$ cat src/sv/fdef_pkg.sv
// Shared types, constants and a helper function for the FAT12 directory entry filter.
package fdef_pkg;

   localparam int unsigned EntryBytes = 32;
   localparam int unsigned PosWidth   = $clog2(EntryBytes);
   localparam int unsigned NameLen    = 11;
   localparam int unsigned NameIdxW   = $clog2(NameLen);

   // Byte offsets inside one entry
   localparam logic [PosWidth-1:0] PosNameFirst = PosWidth'(0);
   localparam logic [PosWidth-1:0] PosAttr      = PosWidth'(11);
   localparam logic [PosWidth-1:0] PosClusterLo = PosWidth'(26);
   localparam logic [PosWidth-1:0] PosClusterHi = PosWidth'(27);
   localparam logic [PosWidth-1:0] PosSize0     = PosWidth'(28);
   localparam logic [PosWidth-1:0] PosSize1     = PosWidth'(29);
   localparam logic [PosWidth-1:0] PosSize2     = PosWidth'(30);
   localparam logic [PosWidth-1:0] PosLast      = PosWidth'(EntryBytes - 1);

   // Attribute codes
   localparam logic [7:0] AttrDir        = 8'h10;
   localparam logic [7:0] AttrFile       = 8'h20;
   localparam logic [7:0] AttrHiddenFile = 8'h27;

   localparam logic RootModeReset = 1'b1;

   // Name bytes, byte 0 at index 0
   typedef logic [NameLen-1:0][7:0] name_type;

   localparam name_type DotName    = {{10{8'h20}}, 8'h2E};
   localparam name_type DotDotName = {{9{8'h20}}, 8'h2E, 8'h2E};

   typedef struct packed {
      logic accepted;
      logic descend;
   } verdict_type;

   function automatic logic char_ok(input logic [7:0] c);
      return (c >= 8'h30 && c <= 8'h39) ||
             (c >= 8'h61 && c <= 8'h7A) ||
             (c >= 8'h41 && c <= 8'h5A) ||
             c == 8'h20 || c == 8'h5F;
   endfunction

endpackage

$ cat src/sv/fdef_if.sv
// Stream interfaces for directory bytes in and entry records out.
interface fdef_req_if;
   logic       valid;
   logic       ready;
   logic [7:0] entry_byte;

   modport source (output valid, output entry_byte, input ready);
   modport sink   (input valid, input entry_byte, output ready);
endinterface

interface fdef_rsp_if;
   logic        valid;
   logic        ready;
   logic        accepted;
   logic        descend;
   logic [7:0]  attribute;
   logic [15:0] first_cluster;
   logic [31:0] file_size;
   logic [63:0] name_base;
   logic [23:0] name_ext;

   modport source (output valid, output accepted, output descend, output attribute,
                   output first_cluster, output file_size, output name_base,
                   output name_ext, input ready);
   modport sink   (input valid, input accepted, input descend, input attribute,
                   input first_cluster, input file_size, input name_base,
                   input name_ext, output ready);
endinterface

$ cat src/sv/fdef_verdict.sv
// Accept / descend decision for one completed directory entry.
module fdef_verdict
   import fdef_pkg::*;
(
   input  name_type    name,
   input  logic [7:0]  attribute,
   input  logic [15:0] first_cluster,
   input  logic        bad_char,
   input  logic        root_mode,
   output verdict_type verdict
);

   logic dot;
   logic sub_dot;
   logic is_dir;
   logic is_file;
   logic attr_ok;
   logic name_ok;

   always_comb begin
      dot     = (name == DotName) || (name == DotDotName);
      sub_dot = !root_mode && dot;
      is_dir  = attribute == AttrDir;
      is_file = (attribute == AttrFile) || (attribute == AttrHiddenFile);
      // cluster >= 2
      attr_ok = (is_dir && ((first_cluster[15:1] != 15'd0) || sub_dot)) || is_file;
      name_ok = !bad_char || sub_dot;
      verdict.accepted = attr_ok && name_ok;
      verdict.descend  = attr_ok && name_ok && is_dir && !dot;
   end

endmodule

$ cat src/sv/fat12_dir_entry_filter_core.sv
// Top level: FAT12 directory byte stream to per-entry records with accept verdict.
//
//   channel | dir | handshake        | payload
//   --------+-----+------------------+---------------------------------------------
//   req_bus | in  | valid/ready      | entry_byte[7:0]
//   rsp_bus | out | valid/ready      | accepted, descend, attribute, first_cluster,
//           |     |                  | file_size, name_base, name_ext
//   csr     | in  | csr_wr_en only   | csr_wr_data = root_mode
//
// One byte per cycle sustained. An entry's record is registered at the edge that takes
// its last byte (offset 31) and is offered on rsp_bus from the next cycle; bytes at other
// offsets are taken even while a record waits on rsp_bus. Only the last byte of an entry
// stalls, and only while the previous record is still held with rsp_bus.ready low.
// Synchronous reset restarts at offset 0 and sets root rules; no clearing pass is needed.
module fat12_dir_entry_filter_core
   import fdef_pkg::*;
(
   input  logic              clock,
   input  logic              reset,
   fdef_req_if.sink          req_bus,
   fdef_rsp_if.source        rsp_bus,
   input  logic              csr_wr_en,
   input  logic              csr_wr_data
);

   // control state
   logic [PosWidth-1:0] pos_ff;
   logic                bad_ff;
   logic                rsp_valid_ff;
   logic                root_mode_ff;

   // entry holds
   name_type            name_ff;
   logic [7:0]          attr_ff;
   logic [15:0]         cluster_ff;
   logic [23:0]         size_low_ff;

   // result register
   logic                acc_ff;
   logic                desc_ff;
   logic [7:0]          out_attr_ff;
   logic [15:0]         out_cluster_ff;
   logic [31:0]         out_size_ff;
   name_type            out_name_ff;

   logic                last_byte;
   logic                take;
   logic                byte_bad;
   logic                bad_in;
   verdict_type         verdict;

   assign last_byte = pos_ff == PosLast;
   // a record slot is only needed for the last byte of an entry
   assign req_bus.ready = !last_byte || !rsp_valid_ff || rsp_bus.ready;
   assign take = req_bus.valid && req_bus.ready;
   assign byte_bad = !char_ok(req_bus.entry_byte);

   always_comb begin
      if (pos_ff == PosNameFirst) begin
         bad_in = byte_bad;
      end else if (pos_ff < PosAttr) begin
         bad_in = bad_ff || byte_bad;
      end else begin
         bad_in = bad_ff;
      end
   end

   fdef_verdict u_verdict (
      .name          (name_ff),
      .attribute     (attr_ff),
      .first_cluster (cluster_ff),
      .bad_char      (bad_ff),
      .root_mode     (root_mode_ff),
      .verdict       (verdict)
   );

   always_ff @(posedge clock) begin
      if (reset) begin
         pos_ff       <= '0;
         bad_ff       <= 1'b0;
         rsp_valid_ff <= 1'b0;
         root_mode_ff <= RootModeReset;
      end else begin
         if (csr_wr_en) begin
            root_mode_ff <= csr_wr_data;
         end
         // a new record may replace one that leaves in the same cycle
         if (take && last_byte) begin
            rsp_valid_ff <= 1'b1;
         end else if (rsp_bus.ready) begin
            rsp_valid_ff <= 1'b0;
         end
         if (take) begin
            pos_ff <= pos_ff + PosWidth'(1);
            bad_ff <= bad_in;
         end
      end
   end

   // payload holds, no reset
   always_ff @(posedge clock) begin
      if (take) begin
         if (pos_ff < PosAttr) begin
            name_ff[pos_ff[NameIdxW-1:0]] <= req_bus.entry_byte;
         end
         case (pos_ff)
            PosAttr:      attr_ff           <= req_bus.entry_byte;
            PosClusterLo: cluster_ff[7:0]   <= req_bus.entry_byte;
            PosClusterHi: cluster_ff[15:8]  <= req_bus.entry_byte;
            PosSize0:     size_low_ff[7:0]  <= req_bus.entry_byte;
            PosSize1:     size_low_ff[15:8] <= req_bus.entry_byte;
            PosSize2:     size_low_ff[23:16] <= req_bus.entry_byte;
            default: ;
         endcase
         if (last_byte) begin
            acc_ff         <= verdict.accepted;
            desc_ff        <= verdict.descend;
            out_attr_ff    <= attr_ff;
            out_cluster_ff <= cluster_ff;
            out_size_ff    <= {req_bus.entry_byte, size_low_ff};
            out_name_ff    <= name_ff;
         end
      end
   end

   assign rsp_bus.valid         = rsp_valid_ff;
   assign rsp_bus.accepted      = acc_ff;
   assign rsp_bus.descend       = desc_ff;
   assign rsp_bus.attribute     = out_attr_ff;
   assign rsp_bus.first_cluster = out_cluster_ff;
   assign rsp_bus.file_size     = out_size_ff;
   // name byte 0 lands in the top bits
   assign rsp_bus.name_base = {out_name_ff[0], out_name_ff[1], out_name_ff[2],
                               out_name_ff[3], out_name_ff[4], out_name_ff[5],
                               out_name_ff[6], out_name_ff[7]};
   assign rsp_bus.name_ext  = {out_name_ff[8], out_name_ff[9], out_name_ff[10]};

endmodule

$ cat src/flat_wrapper.sv
// flat-port wrapper written by rule: the top's interface ports become plain ports
module fat12_dir_entry_filter_core_flat import fdef_pkg::*;
  (clock, reset, csr_wr_en, csr_wr_data, req_bus_valid, req_bus_entry_byte, req_bus_ready, rsp_bus_valid, rsp_bus_accepted, rsp_bus_descend, rsp_bus_attribute, rsp_bus_first_cluster, rsp_bus_file_size, rsp_bus_name_base, rsp_bus_name_ext, rsp_bus_ready);
  fdef_req_if req_bus_i ();
  fdef_rsp_if rsp_bus_i ();
  input  logic clock;
  input  logic reset;
  input  logic csr_wr_en;
  input  logic csr_wr_data;
  input wire logic [$bits(req_bus_i.valid)-1:0] req_bus_valid;
  input wire logic [$bits(req_bus_i.entry_byte)-1:0] req_bus_entry_byte;
  output wire logic [$bits(req_bus_i.ready)-1:0] req_bus_ready;
  output wire logic [$bits(rsp_bus_i.valid)-1:0] rsp_bus_valid;
  output wire logic [$bits(rsp_bus_i.accepted)-1:0] rsp_bus_accepted;
  output wire logic [$bits(rsp_bus_i.descend)-1:0] rsp_bus_descend;
  output wire logic [$bits(rsp_bus_i.attribute)-1:0] rsp_bus_attribute;
  output wire logic [$bits(rsp_bus_i.first_cluster)-1:0] rsp_bus_first_cluster;
  output wire logic [$bits(rsp_bus_i.file_size)-1:0] rsp_bus_file_size;
  output wire logic [$bits(rsp_bus_i.name_base)-1:0] rsp_bus_name_base;
  output wire logic [$bits(rsp_bus_i.name_ext)-1:0] rsp_bus_name_ext;
  input wire logic [$bits(rsp_bus_i.ready)-1:0] rsp_bus_ready;
  assign req_bus_i.valid = req_bus_valid;
  assign req_bus_i.entry_byte = req_bus_entry_byte;
  assign req_bus_ready = req_bus_i.ready;
  assign rsp_bus_valid = rsp_bus_i.valid;
  assign rsp_bus_accepted = rsp_bus_i.accepted;
  assign rsp_bus_descend = rsp_bus_i.descend;
  assign rsp_bus_attribute = rsp_bus_i.attribute;
  assign rsp_bus_first_cluster = rsp_bus_i.first_cluster;
  assign rsp_bus_file_size = rsp_bus_i.file_size;
  assign rsp_bus_name_base = rsp_bus_i.name_base;
  assign rsp_bus_name_ext = rsp_bus_i.name_ext;
  assign rsp_bus_i.ready = rsp_bus_ready;
  fat12_dir_entry_filter_core u_core (.clock(clock), .reset(reset), .req_bus(req_bus_i), .rsp_bus(rsp_bus_i), .csr_wr_en(csr_wr_en), .csr_wr_data(csr_wr_data));
endmodule
$ cat config.mk
export PLATFORM = sky130hd
export DESIGN_NAME = fat12_dir_entry_filter_core_flat
export DESIGN_NICKNAME = d
export VERILOG_FILES = /design/src/sv/fdef_pkg.sv /design/src/sv/fdef_if.sv /design/src/sv/fdef_verdict.sv /design/src/sv/fat12_dir_entry_filter_core.sv /design/src/flat_wrapper.sv
export SDC_FILE = /design/constraint.sdc
export NUM_CORES = 1
export LEC_CHECK = 0
export BUFFER_PORTS_ARGS = -buffer_cell sky130_fd_sc_hd__clkbuf_2
export CORE_MARGIN = 2
export CORE_UTILIZATION = 55
export CTS_CLUSTER_SIZE = 30
export DETAILED_ROUTE_END_ITERATION = 16
export GPL_TIMING_DRIVEN = 0
export PLACE_DENSITY = 0.78
export SLEW_MARGIN = 20
export SYNTH_ARGS = -nofsm -noshare
export SYNTH_HDL_FRONTEND = slang
export SYNTH_HIERARCHICAL = 1
export SYNTH_SLANG_ARGS = --single-unit
$ cat constraint.sdc
create_clock -name clock -period 6.4 [get_ports clock]
set_clock_uncertainty 0.05 [all_clocks]
set_input_delay 1.28 -clock clock [delete_from_list [all_inputs] [get_ports clock]]
set_output_delay 1.28 -clock clock [all_outputs]
set_load 0.02 [all_outputs]
==> metrics.txt <==
Routed WL per cell=22.3 um; Rel. slew slack=0.372; H-tree depth=1; antenna cells=0; Routed Antenna Nets=0; Initial DRC Count=428; die area=18200 um2; initial antenna violation count=0; Hold-fix buffers, CTS=0; post-synth top area share=0.897; Crit Reg-Reg Endpoint=u_core/name_ff[36]; Setup TNS=0 ns; compound-cell area share of the yosys netlist=0.0154; Reg clk slew, reported paths=0.06 ns; Post-Syn Area=9440 um2; cell count after placement=801; clock tree from TritonCTS=yes; GRT overflow=0; CP Class=flop to output pin; Syn Nets=438; Initial Util=0.565; GR Util All Layers=0.206; Worst EP required=5.07 ns; Synth area leaders=edfxtp_1 90%, dfxtp_1 1.7%, nor4b_1 1.0%; die width=135 um; core area=16700 um2; hold endpoint=u_core/rsp_bus.file_size[15]; drt drc=0; die height=135 um; clock root cell=clkbuf_16; biggest cell delay along the critical path=0.46 ns; main combinational cell family by area after synthesis=simple AND/OR/NAND/NOR gates; Yosys reg bits=290; most frequent cells in the layout=282 x edfxtp_1, 159 x clkbuf_2, 27 x clkbuf_16; post_cts resized=0; switching pwr=0.680 mW; vias post-DR=4765; Worst setup SP type=flop; num rows=47; adder-cell share of the synthesized area=0.00662; Clk network pwr share=0.410; Pint=2.95 mW; non-filler cells, final=847; Mapped Cells=419; max-capacitance violation count=0; post-synthesis mux area share=0; Leak=3.92 nW; clk_lat worst skew=0.52 ns; CTS Buf Count=27; Slew Limit Fails=0; Layout Area Growth over Synthesis=21.1%; global-route wire length before repair=27800 um; cells on worst reg2reg path=6; Final Hold Fails=0; final period utilization=0.577; RR Startpoint=u_core/pos_ff[2]; port buffer count=159; worst-margin pin slew=0.938 ns; combinational power share=0.015; Fillers=1071; final setup fails=0; post-layout min period=3.69 ns; Largest delay share family, worst path=buffers and inverters; layout cells sized above 1=0.337; WP data arrival=2.36 ns; PwrDens=317 nW/um2; xor/xnor share of the synthesized area=0.00371; drt pass-1 iters=5; beginning of the critical path=u_core/pos_ff[2]; Final Wtd Congestion=0.761; R2R Setup Slk=3.43 ns; Seq/Total Area, Yosys=0.914; Routed Wire Length=18900 um; Min-Delay Path Depth=0; I/O pin total=162; Post-CTS Setup Repair Bufs=0; Hold Path Origin=u_core/size_low_ff[15]; RSZ-0062 raised after global routing=false; Cell variety after synth=40; FMAX=271 MHz; Slowest cell on crit path=clkbuf_1; HP Class=flop to flop; Sw Ratio=0.187; largest net degree at the start of global routing=58; Total Power=3.63 mW; Synth area leader=edfxtp_1; vias in the first global route=4707; simple-gate area share of the yosys netlist=0.0562; clk buf depth=3; Mean Syn Cell Area=22.5 um2; outcome=completed; Via-to-Cell Ratio=5.63; Sequential Power Share=0.575; TritonCTS Sinks=290; commonest non-fill, non-tap cell in the layout=edfxtp_1; hpwl dp=11400 um; maximum fanout along the worst path=10; Crit. End Element=output pin; Peak VDD IR=0.228 mV; crit path cell chain=clkbuf_1, and3_1, ha_1, nand3b_1, clkbuf_2; Worst Path Buf+Inv=2; Syn. warnings=6; number of nets in the layout=629
[worst max-delay path by stage]
stage | endpoint | depth (start not counted)
floorplan | u_core/rsp_bus.accepted | 2
global placement | u_core/rsp_bus.name_base[19] | 3
detailed placement | u_core/name_ff[69] | 4
CTS | req_bus_ready | 5
global route | req_bus_ready | 5
finish | req_bus_ready | 5
[metrics by stage]
step | util | hold slack (ns) | instance area, um2 | setup slack [ns]
final | 0.685 | 0.369 | 11400 | 2.71
after global routing | 0.685 | 0.371 | 11400 | 2.57
after CTS | 0.683 | 0.369 | 11400 | 2.79
after detailed placement | 0.634 | 0.355 | 10600 | 2.86
after global placement | 0.630 | 0.354 | 10500 | -0.258
after floorplan | - | 0.350 | 9440 | 0.706
[area by class of cell]
cell class              instances  area, um2  area share
inverters                       7       27.5     0.00241
clock inverters                12        125      0.0109
well taps                     220        275      0.0241
plain buffers                   4       15.0     0.00131
flip-flops and latches        290       8630       0.754
clock buffers                  34        702      0.0614
repair buffers                162        851      0.0744
multi-input cells             118        815      0.0712
[Yosys cell counts, drive strengths merged]
library cell,instances
inv,6
a311oi,1
o211ai,1
ha,5
o21bai,1
o21a,1
dfxtp,8
clkinvlp,1
and2,3
nor4,12
nand3,7
nor2,13
nand2b,2
o31ai,1
and3,3
nor3,8
a211oi,4
nor4bb,1
nor2b,1
o21ai,1
nand4b,1
nand4,8
clkbuf,4
o22a,1
or4,2
and4b,1
o32a,1
xor2,1
nand3b,2
nor4b,11
a21oi,5
or3,3
o2111a,1
a211o,1
edfxtp,282
nand2,11
xnor2,3
a31oi,1
[registers in the layout, indices dropped and copies added, names as in the netlist]
| register | cells |
|---|---|
| u_core/rsp_bus.name_ext | 24 |
| u_core/rsp_bus.accepted | 1 |
| u_core/rsp_bus.attribute | 8 |
| u_core/rsp_bus.valid | 1 |
| u_core/size_low_ff | 24 |
| u_core/pos_ff | 5 |
| u_core/rsp_bus.name_base | 64 |
| u_core/attr_ff | 8 |
| u_core/name_ff | 88 |
| u_core/rsp_bus.first_cluster | 16 |
| u_core/cluster_ff | 16 |
| u_core/rsp_bus.file_size | 32 |
| u_core/bad_ff | 1 |
| u_core/rsp_bus.descend | 1 |
| u_core/root_mode_ff | 1 |
[logic make-up (layout without fill, tap and decap cells)]
family / Yosys count / count (layout)
AOI/OAI and AO/OA: 20 / 20
xor gates and xnor gates: 4 / 4
adders and majority gates: 5 / 5
buffers and inverters: 11 / 219
DFF: 290 / 290
and+or+nand+nor: 89 / 89
[worst register-to-register path, stage by stage, from the launching register on]
cell and delay [ns]:
dfxtp_1 0.33, clkbuf_1 0.27, and3_1 0.24, ha_1 0.21, nand3b_1 0.33, nand4_1 0.34
nor2_1 0.82
[layer usage]
metal,track usage,part of all wire
met5,0,0
met4,0.0625,0.019
met3,0.0300,0.075
met2,0.343,0.50
met1,0.289,0.41
[power by group through the flow]
| stage | clock network [mW] | registers, mW | logic (mW) |
|---|---|---|---|
| after floorplan | 0 | 2.13 | 0.0189 |
| after global placement | 0 | 2.13 | 0.0495 |
| after detailed placement | 0 | 2.13 | 0.0528 |
| after CTS | 1.52 | 2.09 | 0.0534 |
| after global routing | 1.58 | 2.09 | 0.0576 |
| final | 1.49 | 2.09 | 0.0536 |
Power figures use the tool's default switching activity.
